**src/sv/pls_pkg.sv**
```systemverilog
// shared types and constants for the periodic laplacian stencil
// no dependencies; imported by every module of the block except pls_grid_ram
package pls_pkg;

  localparam int MAX_ROWS = 128;
  localparam int MAX_COLS = 128;
  localparam int ROW_W    = $clog2(MAX_ROWS);
  localparam int COL_W    = $clog2(MAX_COLS);
  localparam int ADDR_W   = ROW_W + COL_W;
  localparam int DEPTH    = MAX_ROWS * MAX_COLS;
  localparam int SIZE_W   = 8;
  localparam int AREA_W   = 24;
  localparam int DATA_W   = 32;
  localparam int ACC_W    = DATA_W + 3;
  localparam int LO_W     = 18;
  localparam int HI_W     = ACC_W - LO_W;
  localparam int PP_W     = LO_W + AREA_W;
  localparam int PROD_W   = ACC_W + AREA_W + 1;
  localparam int RES_W    = PROD_W - 16;
  localparam int CFG_IDX_W = 2;

  localparam logic KIND_WRITE = 1'b0;
  localparam logic KIND_READ  = 1'b1;

  typedef enum logic [CFG_IDX_W-1:0] {
    REG_GRID_ROWS     = 2'd0,
    REG_GRID_COLS     = 2'd1,
    REG_INV_CELL_AREA = 2'd2
  } reg_idx_e;

  typedef enum logic [2:0] {
    ST_IDLE,
    ST_FETCH,
    ST_DRAIN,
    ST_MUL,
    ST_WAIT,
    ST_EMIT
  } seq_state_e;

  // effective grid size after clamping
  typedef struct packed {
    logic [SIZE_W-1:0] rows;
    logic [SIZE_W-1:0] cols;
  } grid_cfg_t;

  typedef struct packed {
    logic              we;
    logic              re;
    logic [ADDR_W-1:0] addr;
    logic [DATA_W-1:0] wdata;
  } ram_req_t;

  typedef struct packed {
    logic [DATA_W-1:0] laplacian;
    logic              saturated;
    logic              bad_coordinate;
  } result_t;

endpackage

```
**src/sv/pls_scale.sv**
```systemverilog
// scaling unit: stencil sum times inverse cell area, round, saturate
// three register stages; depends on pls_pkg
module pls_scale import pls_pkg::*; (
  input  logic              clk_i,
  input  logic              rst_ni,
  input  logic              start_i,
  input  logic [ACC_W-1:0]  sum_i,
  input  logic [AREA_W-1:0] area_i,
  output logic              done_o,
  output logic [DATA_W-1:0] lap_o,
  output logic              sat_o
);

  logic [PP_W-1:0]        lo_p_q;
  logic signed [PP_W:0]   hi_p_q;
  logic [RES_W-1:0]       res_q;
  logic [DATA_W-1:0]      lap_q;
  logic                   sat_q;
  logic                   v1_q, v2_q, v3_q;

  logic signed [PROD_W-1:0] prod;
  logic signed [PROD_W-1:0] rnd;
  logic                     over_pos, over_neg;

  // sum split into an unsigned low slice and a signed high slice
  always_ff @(posedge clk_i) begin
    if (start_i) begin
      lo_p_q <= sum_i[LO_W-1:0] * area_i;
      hi_p_q <= $signed(sum_i[ACC_W-1:LO_W]) * $signed({1'b0, area_i});
    end
  end

  always_comb begin
    prod = (PROD_W'(hi_p_q) <<< LO_W) + $signed({{(PROD_W-PP_W){1'b0}}, lo_p_q});
    rnd  = prod + PROD_W'(32768);
  end

  always_ff @(posedge clk_i) begin
    if (v1_q) begin
      res_q <= rnd[PROD_W-1:16];
    end
  end

  always_comb begin
    over_pos = !res_q[RES_W-1] && (|res_q[RES_W-2:DATA_W-1]);
    over_neg = res_q[RES_W-1] && !(&res_q[RES_W-2:DATA_W-1]);
  end

  always_ff @(posedge clk_i) begin
    if (v2_q) begin
      sat_q <= over_pos || over_neg;
      if (over_pos) begin
        lap_q <= {1'b0, {(DATA_W-1){1'b1}}};
      end else if (over_neg) begin
        lap_q <= {1'b1, {(DATA_W-1){1'b0}}};
      end else begin
        lap_q <= res_q[DATA_W-1:0];
      end
    end
  end

  always_ff @(posedge clk_i or negedge rst_ni) begin
    if (!rst_ni) begin
      v1_q <= 1'b0;
      v2_q <= 1'b0;
      v3_q <= 1'b0;
    end else begin
      v1_q <= start_i;
      v2_q <= v1_q;
      v3_q <= v2_q;
    end
  end

  assign done_o = v3_q;
  assign lap_o  = lap_q;
  assign sat_o  = sat_q;

endmodule

```
**config.mk**
```make
export PLATFORM = sky130hd
export DESIGN_NAME = pls_scale
export DESIGN_NICKNAME = d
export VERILOG_FILES = /design/src/sv/pls_pkg.sv /design/src/sv/pls_scale.sv
export SDC_FILE = /design/constraint.sdc
export NUM_CORES = 2
export LEC_CHECK = 0
export ABC_AREA = 1
export BUFFER_PORTS_ARGS = -buffer_cell sky130_fd_sc_hd__buf_2
export CORE_MARGIN = 5
export CORE_UTILIZATION = 25
export CTS_CLUSTER_DIAMETER = 40
export DETAILED_ROUTE_END_ITERATION = 10
export SYNTH_ARGS = -nofsm -noshare
export SYNTH_HDL_FRONTEND = slang
export SYNTH_SLANG_ARGS = --single-unit
export TNS_END_PERCENT = 30
```
**constraint.sdc**
```tcl
create_clock -name clk_i -period 3.09 [get_ports clk_i]
set_input_delay 0.618 -clock clk_i [delete_from_list [all_inputs] [get_ports clk_i]]
set_output_delay 0.618 -clock clk_i [all_outputs]
set_load 0.02 [all_outputs]
```
# [Word-level counts from Yosys, hierarchy flattened]
# Cells that the tools add are included.
# Widths: inputs -> output; s select.
[totals] register_bits=164 output_inout_bits=34 elab_cells=20
[op_classes] n_addsub=2 n_mul=2 muxes=1 n_reduce_logical=7
[ops] operator="$add 60x17->60 const B" count=1
[ops] operator="$add 60x43->60" count=1
[ops] operator="$mul 17x25->42" count=1
[ops] operator="$mul 18x24->42" count=1
[ops] operator="$mux 32" count=1
[ops] operator="$reduce_and 12->1" count=1
[ops] operator="$reduce_or 12->1" count=1
[ops] operator="$logic_and 1x1->1" count=2
[ops] operator="$logic_not 1->1" count=2
[ops] operator="$logic_or 1x1->1" count=1

# [Logic depth before layout (Yosys ltp)]
[depth] ltp_word=4 ltp_mapped=27

# [Worst setup path before layout]
# OpenSTA, ideal clock, no wires.
[synth_path] path_type="input to register" startpoint="input port area_i[14]" endpoint="register hi_p_q[37], data pin" setup_ns=0.252 arrival_time_ns=5.605 t_required_ns=2.838 setup_slack_ns=-2.767 cell_stages=23 path_buffers=2 cell_sequence="clkbuf_1 > clkbuf_1 > nand2_1 > fa_1 > inv_1 > fa_1 > inv_1 > fa_1 > inv_1 > fa_1 > fa_1 > inv_1 > fa_1 > inv_1 > ha_1 > a21oi_1 > o21ai_0 > a21oi_1 > nand2_1 > o21ai_0 > nand2_1 > nand2_1 > nand2_1"
[synth_between] elab_chain_cells=1
[synth_lines] item="start, declared" line="pls_scale.sv:8" rtl="input logic [AREA_W-1:0] area_i,"
[synth_lines] item="$mul 17x25->42" line="pls_scale.sv:29" rtl="hi_p_q <= $signed(sum_i[ACC_W-1:LO_W]) * $signed({1'b0, area_i});"
[synth_lines] item="end signal, assigned" line="pls_scale.sv:29"
[synth_lines] item="end, declared" line="pls_scale.sv:15" rtl="logic signed [PP_W:0] hi_p_q;"
# No other way between the ends.
# A chain may end at the register's enable or synchronous reset.

# [Worst setup path after layout]
# Same ends and word-level chain as after synthesis.

==> metrics <==
run status finished, violations left; failing checks negative setup slack; unrepaired setup endpoints after global routing true; num ports 96; max cap viols 0; GRT overflow 0; DRC violations left 0; Required @ worst endpoint 3300 ps; Nets 6045; number of nets with antenna violations after routing 0; warnings from Yosys 0; Core Util, Final 33.08%; fill cell count 14.74k; Final Cycle Share 173.5%; Synth top area share 38.11%; Synth Register Bits 149; min Tclk post-route 5362 ps; DRT Pass-1 Iters 5; Synth async-reset ratio 2.013%; initial antenna violation count 6; CTS Buf Count 17; worst r2r src lo_p_q[19]; Synth Net Count 5576; Area growth syn-to-layout 31.33%; layout cells sized above 1 23.05%; largest net degree at the start of global routing 71; Hold Fails Final Rpt 0; distinct cell type count after synthesis 43; PortBufs 95; area occupied by multi-input gates 28030 um2; clock root cell clkbuf_16; Seq/Total Area, Yosys 12.50%; sinks on the clock net 149; Syn Area/Cell 7.830 um2; EDFF count, synth 146; first-iteration detailed-routing DRC count 1928; CP max FO 5; routed len/inst 16.15 um; Sequential Area 4461 um2; Setup crit end kind flip-flop; CTS tree built; Total Routing Usage GR 14.86%; register clock-pin slew on the reported worst setup and hold paths 70 ps; FMAX 186.5 MHz; row count 138; synthesized instance count 4555; max-slew violations 0; Core Region 141600 um2; final setup vio count 65; FF-to-FF path depth 8; commonest register cell after synthesis edfxtp_1; pre-CTS WS -3034 ps; via-per-instance ratio 4.300; Routed WL 111.9 mm; Max-slew headroom 38.54%; Die Ht 387.7 um; CTS max path bufs 2; gpl congestion 0.8857; worst path arrival time 5580 ps; htree depth 4; Hold Crit Class in2async; number of global-route vias before repair 32.09k; slew of the pin with the lowest slew margin 921.9 ps; Initial Util 25.19%; r2r endpoint res_q[18]; worst-skew pair later-pin latency 450 ps; Syn Std Cell Area 35670 um2; Fin Clk Skew 17.97 ps; Startpoint Class input port; first-pass GRT wire length 177.9 mm; Yosys top cell by area fa_1; die area 150300 um2; top post-synthesis cells by area fa_1 (38%), inv_1 (14%), nand2_1 (13%); die outline width 387.7 um; Setup WS post-layout -2272 ps; r2r setup slk 600 ps; Via Count 29.79k; Post-DP HPWL 88.28 mm; crit path kind in2reg
-- kinds of logic after synthesis --
logic type	share of synthesized area, %
buffers and inverters	15.67
adders and majority gates	47.94
AOI/OAI and AO/OA	3.964
xor gates and xnor gates	1.744
DFF	12.50
and+or+nand+nor	18.18
-- synthesized netlist by cell type (26+ instances only) --
| master | instances |
|---|---|
| inv_1 | 1315 |
| nand2_1 | 1273 |
| fa_1 | 679 |
| ha_1 | 280 |
| nor2_1 | 183 |
| clkbuf_1 | 168 |
| edfxtp_1 | 146 |
| a21oi_1 | 129 |
| nand3_1 | 78 |
| o21ai_0 | 70 |
| xor2_1 | 50 |
| nor3_1 | 33 |
| nand4_1 | 26 |
-- layer usage --
metal	vias up	global-route usage [%]	part of all wire [%]
met5	-	0	0.044
met4	8	3.323	2.8
met3	126	2.318	6.3
met2	793	25.37	47
met1	14750	19.89	44
li1	14120	-	-
-- worst max-delay path by stage --
stage	from	to	slack, ps	cells after the start
2_1_floorplan	area_i[14]	hi_p_q[37]	-2300	23
3_3_place_gp	sum_i[10]	lo_p_q[36]	-3060	21
3_5_place_dp	sum_i[10]	lo_p_q[36]	-3030	21
4_1_cts	area_i[10]	lo_p_q[16]	-2190	23
5_1_grt	area_i[12]	lo_p_q[39]	-2400	26
6_report	area_i[14]	hi_p_q[37]	-2270	24
-- sequential cells by signal (all words and copies together) (netlist names) --
| register | cells |
|---|---|
| sat_o | 1 |
| lo_p_q | 27 |
| res_q | 44 |
| v1_q | 1 |
| v2_q | 1 |
| done_o | 1 |
| hi_p_q | 42 |
| lap_o | 32 |
-- final cells by class --
type,count,area share [%]
Inverter,1315,10.54
Timing Repair Buffer,623,13.79
Clock inverter,12,0.2751
Clock buffer,20,0.9750
Sequential cell,149,9.523
Antenna cell,1,0.005343
Tap cell,1890,5.049
Multi-Input combinational cell,2918,59.84
-- layout by cell type (no fill, tap or decap), drive strengths merged, types with 2 or more instances in the layout --
| master | synthesis | routed |
|---|---|---|
| fa | 679 | 679 |
| o21bai | 5 | 5 |
| nor2 | 184 | 184 |
| edfxtp | 146 | 146 |
| o31ai | 2 | 2 |
| o21a | 10 | 10 |
| and2 | 3 | 3 |
| nand3b | 7 | 7 |
| xnor2 | 21 | 21 |
| a21oi | 130 | 130 |
| o21ai | 77 | 77 |
| nand3 | 80 | 80 |
| nor3 | 37 | 37 |
| buf | 5 | 610 |
| nor4 | 13 | 13 |
| xor2 | 50 | 50 |
| nand2 | 1276 | 1276 |
| clkinvlp | 0 | 2 |
| ha | 280 | 280 |
| a31oi | 4 | 4 |
| clkbuf | 168 | 28 |
| bufbuf | 0 | 4 |
| a21boi | 6 | 6 |
| nand4 | 26 | 26 |
| dfrtp | 3 | 3 |
| or2 | 8 | 8 |
| o211ai | 2 | 2 |
| a21o | 14 | 14 |
| inv | 1315 | 1324 |
-- critical path, cell delays in order --
cell and delay, ps:
buf_12 130, buf_12 130, buf_8 120, nand2_2 50
inv_2 30, fa_1 510, inv_2 40, fa_1 530
inv_1 50, fa_1 500, fa_1 430, fa_1 490
inv_1 50, fa_1 590, inv_2 60, ha_4 290
buf_6 120, nand2_4 70, nor2_4 120, nand2_2 90
nor4_4 300, o21ai_2 90, nand3_1 90, nand2_1 50
-- timing repair --
item | CTS | global route
setup endpoints to repair | 65 | 65
hold buffers | 1 | 0
endpoints found under the hold margin | 3 | 0
setup buffers | 42 | 18
gates resized for setup | 443 | 225
cloned | 24 | 6
pin swaps | 140 | 116
-- stage by stage --
step	cell area (um2)	hold slack, ps	setup TNS, ps	instances
2_1_floorplan	37110	322.4	-135890	4555
3_5_place_dp	42570	421.0	-177570	6807
6_report	46840	503.3	-128970	6928
4_1_cts	45700	483.0	-126390	6906
5_1_grt	46840	496.1	-138670	6927
3_3_place_gp	42570	423.3	-176380	6807
Power is left out: the tool's default activity adds up to more than one toggle a clock period on the data nets, which glitch-free logic cannot reach.
