## config.mk

```make
export PLATFORM = sky130hd
export DESIGN_NAME = pls_seq
export DESIGN_NICKNAME = d
export VERILOG_FILES = /design/src/sv/pls_pkg.sv /design/src/sv/pls_seq.sv
export SDC_FILE = /design/constraint.sdc
export NUM_CORES = 1
export LEC_CHECK = 0
export ABC_AREA = 1
export BUFFER_PORTS_ARGS = -buffer_cell sky130_fd_sc_hd__buf_4
export CORE_MARGIN = 2
export CORE_UTILIZATION = 25
export CTS_CLUSTER_SIZE = 25
export DETAILED_ROUTE_END_ITERATION = 12
export SLEW_MARGIN = 20
export SYNTH_ARGS = -nofsm -noshare
export SYNTH_HDL_FRONTEND = slang
export SYNTH_SLANG_ARGS = --single-unit
```

## constraint.sdc

```tcl
create_clock -name clk_i -period 3.3 [get_ports clk_i]
set_input_delay 0.66 -clock clk_i [delete_from_list [all_inputs] [get_ports clk_i]]
set_output_delay 0.66 -clock clk_i [all_outputs]
set_load 0.005 [all_outputs]
```

## src/sv/pls_pkg.sv

```systemverilog
// shared types and constants for the periodic laplacian stencil
// no dependencies; imported by every module of the block except pls_grid_ram
package pls_pkg;

  localparam int MAX_ROWS = 128;
  localparam int MAX_COLS = 128;
  localparam int ROW_W    = $clog2(MAX_ROWS);
  localparam int COL_W    = $clog2(MAX_COLS);
  localparam int ADDR_W   = ROW_W + COL_W;
  localparam int DEPTH    = MAX_ROWS * MAX_COLS;
  localparam int SIZE_W   = 8;
  localparam int AREA_W   = 24;
  localparam int DATA_W   = 32;
  localparam int ACC_W    = DATA_W + 3;
  localparam int LO_W     = 18;
  localparam int HI_W     = ACC_W - LO_W;
  localparam int PP_W     = LO_W + AREA_W;
  localparam int PROD_W   = ACC_W + AREA_W + 1;
  localparam int RES_W    = PROD_W - 16;
  localparam int CFG_IDX_W = 2;

  localparam logic KIND_WRITE = 1'b0;
  localparam logic KIND_READ  = 1'b1;

  typedef enum logic [CFG_IDX_W-1:0] {
    REG_GRID_ROWS     = 2'd0,
    REG_GRID_COLS     = 2'd1,
    REG_INV_CELL_AREA = 2'd2
  } reg_idx_e;

  typedef enum logic [2:0] {
    ST_IDLE,
    ST_FETCH,
    ST_DRAIN,
    ST_MUL,
    ST_WAIT,
    ST_EMIT
  } seq_state_e;

  // effective grid size after clamping
  typedef struct packed {
    logic [SIZE_W-1:0] rows;
    logic [SIZE_W-1:0] cols;
  } grid_cfg_t;

  typedef struct packed {
    logic              we;
    logic              re;
    logic [ADDR_W-1:0] addr;
    logic [DATA_W-1:0] wdata;
  } ram_req_t;

  typedef struct packed {
    logic [DATA_W-1:0] laplacian;
    logic              saturated;
    logic              bad_coordinate;
  } result_t;

endpackage

```

## src/sv/pls_seq.sv

```systemverilog
// item sequencer: decodes transactions, walks the five stencil reads,
// accumulates the sum and hands results on; depends on pls_pkg
module pls_seq import pls_pkg::*; (
  input  logic              clk_i,
  input  logic              rst_ni,
  input  grid_cfg_t         cfg_i,
  input  logic              in_valid_i,
  output logic              in_ready_o,
  input  logic              kind_i,
  input  logic [ROW_W-1:0]  row_i,
  input  logic [COL_W-1:0]  col_i,
  input  logic [DATA_W-1:0] cell_value_i,
  output ram_req_t          ram_req_o,
  input  logic [DATA_W-1:0] ram_rdata_i,
  output logic              scale_start_o,
  output logic [ACC_W-1:0]  scale_sum_o,
  input  logic              scale_done_i,
  input  logic [DATA_W-1:0] scale_lap_i,
  input  logic              scale_sat_i,
  output logic              emit_valid_o,
  input  logic              emit_ready_i,
  output result_t           emit_o
);

  seq_state_e state_q, state_d;
  logic [2:0]  cnt_q, cnt_d;
  logic        bad_q, bad_d;
  logic        rd_vld_q, rd_ctr_q;
  logic signed [ACC_W-1:0] acc_q, acc_d;

  logic [ROW_W-1:0] row_q, rm_q, rp_q;
  logic [COL_W-1:0] col_q, cm_q, cp_q;
  logic [ROW_W-1:0] rm, rp;
  logic [COL_W-1:0] cm, cp;
  logic             bad_in, accept;
  logic [SIZE_W-1:0] row_ext, col_ext;
  logic signed [ACC_W-1:0] rd_ext;

  always_comb begin
    row_ext = SIZE_W'(row_i);
    col_ext = SIZE_W'(col_i);
    bad_in  = (row_ext >= cfg_i.rows) || (col_ext >= cfg_i.cols);
    rm = (row_i == '0) ? ROW_W'(cfg_i.rows - SIZE_W'(1)) : row_i - ROW_W'(1);
    rp = (row_ext + SIZE_W'(1) == cfg_i.rows) ? '0 : row_i + ROW_W'(1);
    cm = (col_i == '0) ? COL_W'(cfg_i.cols - SIZE_W'(1)) : col_i - COL_W'(1);
    cp = (col_ext + SIZE_W'(1) == cfg_i.cols) ? '0 : col_i + COL_W'(1);
  end

  always_ff @(posedge clk_i) begin
    if (accept) begin
      row_q <= row_i;
      col_q <= col_i;
      rm_q  <= rm;
      rp_q  <= rp;
      cm_q  <= cm;
      cp_q  <= cp;
    end
  end

  always_comb begin
    rd_ext = ACC_W'($signed(ram_rdata_i));
    acc_d  = acc_q;
    if (accept) begin
      acc_d = '0;
    end else if (rd_vld_q) begin
      // centre enters with weight minus four
      acc_d = rd_ctr_q ? acc_q - (rd_ext <<< 2) : acc_q + rd_ext;
    end
  end

  always_comb begin
    state_d       = state_q;
    cnt_d         = cnt_q;
    bad_d         = bad_q;
    in_ready_o    = 1'b0;
    accept        = 1'b0;
    ram_req_o     = '0;
    scale_start_o = 1'b0;
    emit_valid_o  = 1'b0;

    case (state_q)
      ST_IDLE: begin
        in_ready_o = 1'b1;
        accept     = in_valid_i;
        ram_req_o.addr  = {row_i, col_i};
        ram_req_o.wdata = cell_value_i;
        if (in_valid_i) begin
          bad_d = bad_in;
          cnt_d = '0;
          if (bad_in) begin
            state_d = ST_EMIT;
          end else if (kind_i == KIND_WRITE) begin
            ram_req_o.we = 1'b1;
          end else begin
            state_d = ST_FETCH;
          end
        end
      end
      ST_FETCH: begin
        ram_req_o.re = 1'b1;
        case (cnt_q)
          3'd0:    ram_req_o.addr = {row_q, col_q};
          3'd1:    ram_req_o.addr = {rp_q, col_q};
          3'd2:    ram_req_o.addr = {rm_q, col_q};
          3'd3:    ram_req_o.addr = {row_q, cp_q};
          default: ram_req_o.addr = {row_q, cm_q};
        endcase
        cnt_d = cnt_q + 3'd1;
        if (cnt_q == 3'd4) begin
          state_d = ST_DRAIN;
        end
      end
      ST_DRAIN: begin
        state_d = ST_MUL;
      end
      ST_MUL: begin
        scale_start_o = 1'b1;
        state_d       = ST_WAIT;
      end
      ST_WAIT: begin
        if (scale_done_i) begin
          state_d = ST_EMIT;
        end
      end
      ST_EMIT: begin
        emit_valid_o = 1'b1;
        if (emit_ready_i) begin
          state_d = ST_IDLE;
        end
      end
      default: begin
        state_d = ST_IDLE;
      end
    endcase
  end

  always_comb begin
    if (bad_q) begin
      emit_o = '{laplacian: '0, saturated: 1'b0, bad_coordinate: 1'b1};
    end else begin
      emit_o = '{laplacian: scale_lap_i, saturated: scale_sat_i, bad_coordinate: 1'b0};
    end
  end

  assign scale_sum_o = acc_q;

  always_ff @(posedge clk_i or negedge rst_ni) begin
    if (!rst_ni) begin
      state_q  <= ST_IDLE;
      cnt_q    <= '0;
      bad_q    <= 1'b0;
      rd_vld_q <= 1'b0;
      rd_ctr_q <= 1'b0;
      acc_q    <= '0;
    end else begin
      state_q  <= state_d;
      cnt_q    <= cnt_d;
      bad_q    <= bad_d;
      rd_vld_q <= ram_req_o.re;
      rd_ctr_q <= ram_req_o.re && (cnt_q == 3'd0);
      acc_q    <= acc_d;
    end
  end

endmodule

```

After elaboration in Yosys (flattened, before gate mapping)

Cells that the tools add are included.
Widths: inputs -> output; s select.

Input bits: 133
Output and inout port bits: 120
Word-level logic and storage cells: 79
Register bits: 86

Mux-type cells: 27
Reductions and logical operators: 11
$lt $le $gt $ge: 2
Equality and inequality tests: 16
$add $sub $neg: 11

Operators with widths:

| kind                | count |
|---|---|
| $mux 35             | 3 |
| $pmux 14 s4         | 1 |
| $add 35x32->35      | 1 |
| $sub 35x34->35      | 1 |
| $mux 34             | 1 |
| $mux 32             | 1 |
| $pmux 14 s2         | 1 |
| $sub 7x1->7 const B | 4 |
| $mux 3              | 7 |
| $pmux 3 s6          | 1 |
| $add 7x1->8 const B | 2 |
| $eq 8x8->1          | 2 |
| $ge 7x8->1          | 2 |
| $add 7x1->7 const B | 2 |
| $logic_not 7->1     | 2 |
| $mux 7              | 2 |
| $eq 3x2->1 const B  | 4 |
| $eq 3x3->1 const B  | 3 |
| $mux 1              | 9 |
| $ne 2x2->1 const B  | 4 |
| $eq 3x1->1 const B  | 2 |
| $logic_not 3->1     | 2 |
| $pmux 3 s2          | 1 |
| $reduce_and 5->1    | 1 |
| other kinds (6)     | 8 |

Logic depth before layout (Yosys ltp)

Gate-level depths: netlist of run 1.

Depth in word-level cells: 5
Gate-level depth with buffers: 17
Mapped depth without buffers: 17

Worst setup path before layout of run 1

No wires, ideal clock.

Path kind: in2reg
Start point: input in_valid_i
End point: register acc_q[16], in the netlist scale_sum_o[16]
Arrival time: 2596 ps
Setup time: 121 ps
Path buffers: 1
Setup slack: 582 ps
Cell stages on the path: 9
Data required time: 3179 ps
Cells stage by stage: inv_1 -> nor2_2 -> inv_2 -> nand2_1 -> inv_2 -> buf_2 -> nand2_1 -> o21bai_1 -> nand2_1

Cells in the longest elaborated chain, start to end: 2
Elaborated cells on any way between the ends: 3
Classes of those cells: mux (2); reduce/logical (1)

RTL lines:

| element                                      | RTL line       | RTL |
|---|---|---|
| start: declaration                           | pls_seq.sv:7   | `input logic in_valid_i,` |
| $mux 1 *                                     | pls_seq.sv:81  | `case (state_q)` |
| named net accept                             | pls_seq.sv:35  | `logic bad_in, accept;` |
| $mux 35 or $reduce_bool 2->1 (tied branches) | -              |  |
| end signal: assignment                       | pls_seq.sv:154 | `acc_q <= '0;` |
| end signal: assignment                       | pls_seq.sv:161 | `acc_q <= acc_d;` |
| end: declaration                             | pls_seq.sv:29  | `logic signed [ACC_W-1:0] acc_q, acc_d;` |

Mark *: on every way through the listed nets, which the timed path passes. The rest lies on a longest branch.
A chain may end at the register's enable or synchronous reset.

==> results of run 1 <==
[state kept, by name (all words and copies together) (netlist names), 7 cells and up]
| register | count |
|---|---|
| cm_q | 7 |
| col_q | 7 |
| cp_q | 7 |
| rm_q | 7 |
| row_q | 7 |
| rp_q | 7 |
| scale_sum_o | 35 |
[through the flow]
step | utilization | hold WS (ps)
final | 0.322 | 334
after global routing | 0.322 | 382
after CTS | 0.322 | 359
after detailed placement | 0.315 | 527
after global placement | 0.315 | 514
after floorplan | - | 364
[cell usage after synthesis, types with 3 or more instances]
| library cell | n | area share |
|---|---|---|
| nand3_1 | 126 | 0.061 |
| ha_1 | 91 | 0.11 |
| o221ai_1 | 3 | 0.0026 |
| a21oi_1 | 90 | 0.044 |
| inv_1 | 351 | 0.13 |
| dfrtp_1 | 44 | 0.11 |
| o21ai_1 | 7 | 0.0034 |
| nor3_2 | 4 | 0.0039 |
| o21bai_1 | 10 | 0.0073 |
| o22ai_1 | 9 | 0.0055 |
| and2_1 | 4 | 0.0024 |
| xnor2_1 | 9 | 0.0077 |
| nand2_1 | 515 | 0.19 |
| nor2_1 | 206 | 0.075 |
| o211ai_1 | 14 | 0.010 |
| nor2_2 | 5 | 0.0030 |
| edfxtp_1 | 42 | 0.12 |
| clkbuf_1 | 15 | 0.0055 |
| nand4_1 | 21 | 0.013 |
| nor4_1 | 3 | 0.0018 |
| o21ai_0 | 70 | 0.034 |
| xor2_1 | 28 | 0.024 |
| buf_2 | 7 | 0.0034 |
| nor3_1 | 22 | 0.011 |
[kinds of logic after synthesis]
logic type,count (synthesis)
mux,2
simple gates,918
xor+xnor,37
compound gates,212
flops,86
buf+inv,379
fa+ha+maj,93
[power by group through the flow]
| stage | Clock [mW] | Sequential (mW) | Combinational (mW) |
|---|---|---|---|
| 2_1_floorplan | 0 | 1.75 | 4.36 |
| 3_3_place_gp | 0 | 1.86 | 6.84 |
| 3_5_place_dp | 0 | 1.87 | 6.87 |
| 4_1_cts | 1.09 | 1.84 | 6.91 |
| 5_1_grt | 1.13 | 1.89 | 7.78 |
| 6_report | 1.05 | 1.85 | 6.94 |
[cell type report]
| class | count | area share |
|---|---|---|
| clock buffers | 9 | 0.0172 |
| clock inverters | 7 | 0.00458 |
| inverters | 354 | 0.101 |
| multi-input cells | 1262 | 0.495 |
| flip-flops and latches | 86 | 0.180 |
| well taps | 532 | 0.0508 |
| repair buffers | 263 | 0.151 |
[metal layers]
layer	part of all wire	track usage
met2	0.48	0.312
met1	0.42	0.222
met4	0.031	0.0699
met3	0.067	0.0273
met5	0	0
[worst paths after layout]
| path | endpoint | from | cells past startpoint |
|---|---|---|---|
| worst min-delay path | scale_sum_o[24] | rst_ni | 1 |
| worst min register to register | scale_sum_o[34] | scale_sum_o[34] | 2 |
| min in group clk_i | col_q[1] | col_i[1] | 1 |
| worst max-delay path | ram_req_o[42] | cnt_q[0] | 7 |
| max in group asynchronous | state_q[2] | rst_ni | 1 |
| worst max register to register | scale_sum_o[32] | scale_sum_o[2] | 17 |
==> impl_metrics.env, run 1 <==
export IMPL_outcome="finished, final reports clean"
export IMPL_postCtsSetupBuffers=0
export IMPL_start_util=0.252
export IMPL_io_pins=253
export IMPL_die_w_um=207
export IMPL_ff_latch_area_sq_um=2360
export IMPL_rrSetupSlack_ps=760
export IMPL_drt_total_wl_mm=38.1
export IMPL_cts_root_buf="clkbuf_16"
export IMPL_hold_viol_final=0
export IMPL_clk_path_buf_depth=2
export IMPL_slew_headroom=0.530
export IMPL_critPathBufInv=1
export IMPL_skew_ps=9.64
export IMPL_viasPerCell=4.67
export IMPL_leakage_nw=7.40
export IMPL_ant_nets=0
export IMPL_io_buffers=252
export IMPL_hp_class="input port to asynchronous set/reset pin"
export IMPL_grt_pass1_vias=11528
export IMPL_synthAdderAreaFrac=0.115
export IMPL_grt_max_degree=45
export IMPL_placed_cell_area_sq_um=12800
export IMPL_globalRouteTotalUtil=0.179
export IMPL_crit_family="simple AND/OR/NAND/NOR gates"
export IMPL_ir_worst_vdd_uv=439
export IMPL_ctsHoldBuffers=0
export IMPL_switching_share=0.530
export IMPL_first_iter_violations=657
export IMPL_crit_type="flop to output port"
export IMPL_synth_simple_gate_area_frac=0.368
export IMPL_fin_area_sq_um=13100
export IMPL_syn_avg_cell_area_sq_um=5.95
export IMPL_synth_top_family_by_area="simple AND/OR/NAND/NOR gates"
export IMPL_p_sw_mw=5.22
export IMPL_slew_violations=0
export IMPL_syn_area_sq_um=10300
export IMPL_post_route_drc_count=0
export IMPL_grt_pass1_wl_mm=59.4
export IMPL_sequentialPowerShare=0.188
export IMPL_setup_viol=0
export IMPL_cellInternalPower_mw=4.62
export IMPL_setup_ws_ps=198
export IMPL_antenna_found_initial=0
export IMPL_synth_fp_nets=1953
export IMPL_yosys_warnings=0
export IMPL_die_y_um=207
export IMPL_path_cells="ha_1 > ha_1 > nor3b_2 > o211ai_1 > nand2_1 > o21ai_0 > buf_4"
export IMPL_post_route_period_util=0.940
export IMPL_place_inst=2497
export IMPL_clkPwrFrac=0.107
export IMPL_multi_input_area_sq_um=6480
export IMPL_combPwrFrac=0.705
export IMPL_gp_congestion=0.938
export IMPL_cts_tree="yes"
export IMPL_place_ws_ps=511
export IMPL_finalCriticalPeriod_ps=3100
export IMPL_path_clk_slew_ps=80
export IMPL_power_density_nw_per_um2=751
export IMPL_rows=74
export IMPL_synth_top_flop_cell="dfrtp_1"
export IMPL_syn2layout_area_growth_pct=27.4
export IMPL_rsz0062_at_grt="no"
export IMPL_crit_top_cell="ha_1"
export IMPL_dp_hpwl_mm=31.7
export IMPL_yosysSeqAreaShare=0.230
export IMPL_synth_cell_types=47
export IMPL_cpMaxStageDelayCell="nor3b_2"
export IMPL_async_reset_ff_frac=0.512
export IMPL_num_fill_cells=4554
export IMPL_cap_violations=0
export IMPL_fmax_mhz=322
export IMPL_grt_overflow=0
export IMPL_post_cts_resized=0
export IMPL_synth_cells=1727
export IMPL_cts_sinks=86
export IMPL_synth_mux_area_frac=0.00219
export IMPL_fin_total_pwr_mw=9.84
export IMPL_h_tree_depth=3
export IMPL_crit_required_ps=2640
export IMPL_worstSkewPairLatency_ps=370
export IMPL_tightestPinTransition_ps=705
export IMPL_synthXorXnorAreaFrac=0.0315
export IMPL_drt_pass1_iter_count=5
export IMPL_antennaDiodeCount=0
export IMPL_cpPeakStageDelay_ps=560
export IMPL_crit_path_max_fanout=9
export IMPL_synth_edf_count=42
export IMPL_numCtsBuffers=9
export IMPL_start_kind="flop"
export IMPL_routedWlPerCell_um=15.2
export IMPL_vias=11738
export IMPL_die_area_sq_um=42800
export IMPL_fin_cells=2513
export IMPL_synth_compound_area_frac=0.114
export IMPL_critical_path_arrival_ps=2440
export IMPL_synth_seq_cells=86
export IMPL_nets=2202
export IMPL_end_kind="output port"
export IMPL_final_common_cell="nand2_1"
export IMPL_drive_gt1_frac=0.151
export IMPL_setup_tns_ps=0
export IMPL_mostFrequentLayoutCells="514 x nand2_1, 351 x inv_1, 263 x buf_4"
export IMPL_coreArea_sq_um=40700
No activity file was read; power rests on OpenSTA's default activity.
==> inputs of run 2 (changes only) <==
--- a/config.mk
+++ b/config.mk
@@ -8,9 +8,10 @@
 export ABC_AREA = 1
 export BUFFER_PORTS_ARGS = -buffer_cell sky130_fd_sc_hd__buf_4
 export CORE_MARGIN = 2
-export CORE_UTILIZATION = 25
+export CORE_UTILIZATION = 50
 export CTS_CLUSTER_SIZE = 25
 export DETAILED_ROUTE_END_ITERATION = 12
+export PLACE_DENSITY = 0.76
 export SLEW_MARGIN = 20
 export SYNTH_ARGS = -nofsm -noshare
 export SYNTH_HDL_FRONTEND = slang
==> run 2 against run 1 <==
Effect of this change: setup slack gained 49 ps; clock power is essentially flat; first-iteration DRC count grew 8.1%; critical path depth grew 3; die area shrank 49%; cell count shrank 11%; routed wire length shrank 9.9%; critical endpoint is now ram_req_o[36].
==> impl_metrics.env, run 2 (synthesis gave the netlist of run 1 again) <==
export IMPL_power_density_nw_per_um2=761
export IMPL_largest_register_ffs=35
export IMPL_tightestPinTransition_ps=823
export IMPL_reg2reg_depth=14
export IMPL_reg2reg_from="scale_sum_o[0]"
export IMPL_coreArea_sq_um=20200
export IMPL_numCtsBuffers=9
export IMPL_skew_ps=18.6
export IMPL_cap_violations=0
export IMPL_hp_class="input port to asynchronous set/reset pin"
export IMPL_setup_viol=0
export IMPL_die_w_um=147
export IMPL_io_pins=253
export IMPL_clkPwrFrac=0.106
export IMPL_routedWlPerCell_um=15.3
export IMPL_switching_share=0.525
export IMPL_setup_tns_ps=0
export IMPL_die_area_sq_um=21700
export IMPL_antennaDiodeCount=0
export IMPL_mostFrequentLayoutCells="514 x nand2_1, 351 x inv_1, 261 x buf_4"
export IMPL_outcome="finished, final reports clean"
export IMPL_placed_cell_area_sq_um=12500
export IMPL_die_y_um=147
export IMPL_io_buffers=252
export IMPL_place_inst=2233
export IMPL_grt_pass1_wl_mm=54.7
export IMPL_crit_family="simple AND/OR/NAND/NOR gates"
export IMPL_critPathBufInv=3
export IMPL_vias=11728
export IMPL_rrSetupSlack_ps=850
export IMPL_crit_required_ps=2640
export IMPL_cts_tree="yes"
export IMPL_drt_total_wl_mm=34.3
export IMPL_path_cells="inv_1 > ha_1 > inv_1 > nor2_2 > nor2_2 > nand2_2 > or2_4 > o21ai_0 > o22ai_1 > buf_4"
export IMPL_end_kind="output port"
export IMPL_hold_ws_ps=326
export IMPL_rsz0062_at_grt="no"
export IMPL_viasPerCell=5.21
export IMPL_grt_overflow=0
export IMPL_finalCriticalPeriod_ps=3050
export IMPL_nets=2200
export IMPL_slew_violations=0
export IMPL_postCtsSetupBuffers=0
export IMPL_fin_cells=2249
export IMPL_combPwrFrac=0.702
export IMPL_cpPeakStageDelay_ps=400
export IMPL_dp_hpwl_mm=28.4
export IMPL_fin_area_sq_um=12800
export IMPL_fmax_mhz=328
export IMPL_crit_type="flop to output port"
export IMPL_path_clk_slew_ps=70
export IMPL_post_cts_resized=0
export IMPL_start_util=0.508
export IMPL_crit_path_max_fanout=14
export IMPL_ctsHoldBuffers=0
export IMPL_grt_max_degree=45
export IMPL_gp_congestion=0.978
export IMPL_ant_nets=0
export IMPL_post_route_drc_count=0
export IMPL_rows=52
export IMPL_drt_pass1_iter_count=6
export IMPL_cts_sinks=86
export IMPL_p_sw_mw=5.10
export IMPL_clk_path_buf_depth=2
export IMPL_critical_path_arrival_ps=2390
export IMPL_worstSkewPairLatency_ps=360
export IMPL_first_iter_violations=710
export IMPL_leakage_nw=7.39
export IMPL_antenna_found_initial=0
export IMPL_ir_worst_vdd_uv=489
export IMPL_post_route_period_util=0.925
export IMPL_syn2layout_area_growth_pct=24.1
export IMPL_h_tree_depth=3
export IMPL_start_kind="flop"
export IMPL_globalRouteTotalUtil=0.312
export IMPL_grt_pass1_vias=11142
export IMPL_hold_viol_final=0
export IMPL_cellInternalPower_mw=4.61
export IMPL_drive_gt1_frac=0.151
export IMPL_reg2reg_to="scale_sum_o[32]"
export IMPL_slew_headroom=0.451
export IMPL_cts_root_buf="clkbuf_16"
export IMPL_sequentialPowerShare=0.193
export IMPL_cpMaxStageDelayCell="dfrtp_1"
export IMPL_final_common_cell="nand2_1"
## run 2: changes by cell type in the layout (fill, tap and decap cells not counted)
cell | previous run | this run
buf_4 | 263 | 261
clkinvlp_4 | 0 | 1
inv_8 | 1 | 3
inv_6 | 4 | 1
## run 2: worst max-delay path by stage
stage                              start         endpoint  slack (ps)  cells after the start
after detailed placement  ram_rdata_i[0]  scale_sum_o[32]         510                     15
after floorplan               in_valid_i  scale_sum_o[16]         580                      9
final                           cnt_q[1]    ram_req_o[36]         250                     10
after global placement    ram_rdata_i[0]  scale_sum_o[32]         540                     15
after CTS                       cnt_q[0]    ram_req_o[41]         210                     10
after global routing            cnt_q[0]    ram_req_o[41]          20                     10
## run 2: power groups by stage
stage          sequential [mW]  clock, mW  combinational (mW)
5_1_grt                   1.90       1.08                7.61
2_1_floorplan             1.75          0                4.36
6_report                  1.87       1.03                6.81
4_1_cts                   1.86       1.05                6.73
3_3_place_gp              1.87          0                6.63
3_5_place_dp              1.88          0                6.70
## run 2: metal layers
metal | GRT usage | part of all wire | up-vias
met4 | 0.0986 | 0.026 | 0
met5 | 0 | 0 | -
li1 | - | - | 5927
met1 | 0.422 | 0.43 | 5251
met2 | 0.521 | 0.47 | 493
met3 | 0.0407 | 0.082 | 57
## run 2: through the flow
| stage | power (mW) | setup slack, ps | util |
|---|---|---|---|
| global route | 10.6 | 15.4 | 0.631 |
| global placement | 8.50 | 536 | 0.616 |
| floorplan | 6.11 | 582 | - |
| finish | 9.71 | 248 | 0.631 |
| detailed placement | 8.58 | 512 | 0.616 |
| CTS | 9.64 | 209 | 0.631 |
## run 2: layout make-up
type	instances	area [sq um]
well taps	270	338
clock buffers	9	225
inverters	354	1330
multi-input cells	1262	6480
flip-flops and latches	86	2360
clock inverters	7	63.8
repair buffers	261	1960
fillers	1978	7470
## run 2: worst reg2reg max path, stage by stage (launching register included)
cell and delay (ps):
dfrtp_1 400, ha_1 280, fa_1 490, nand2_1 140, nand3_1 100, nand3_1 80, nand2_1 110, nand2_1 130
nand2_1 140, nand2_1 120, nand2_1 50, nand2_1 60, nand3_1 80, nand3_1 110, nand2_1 60
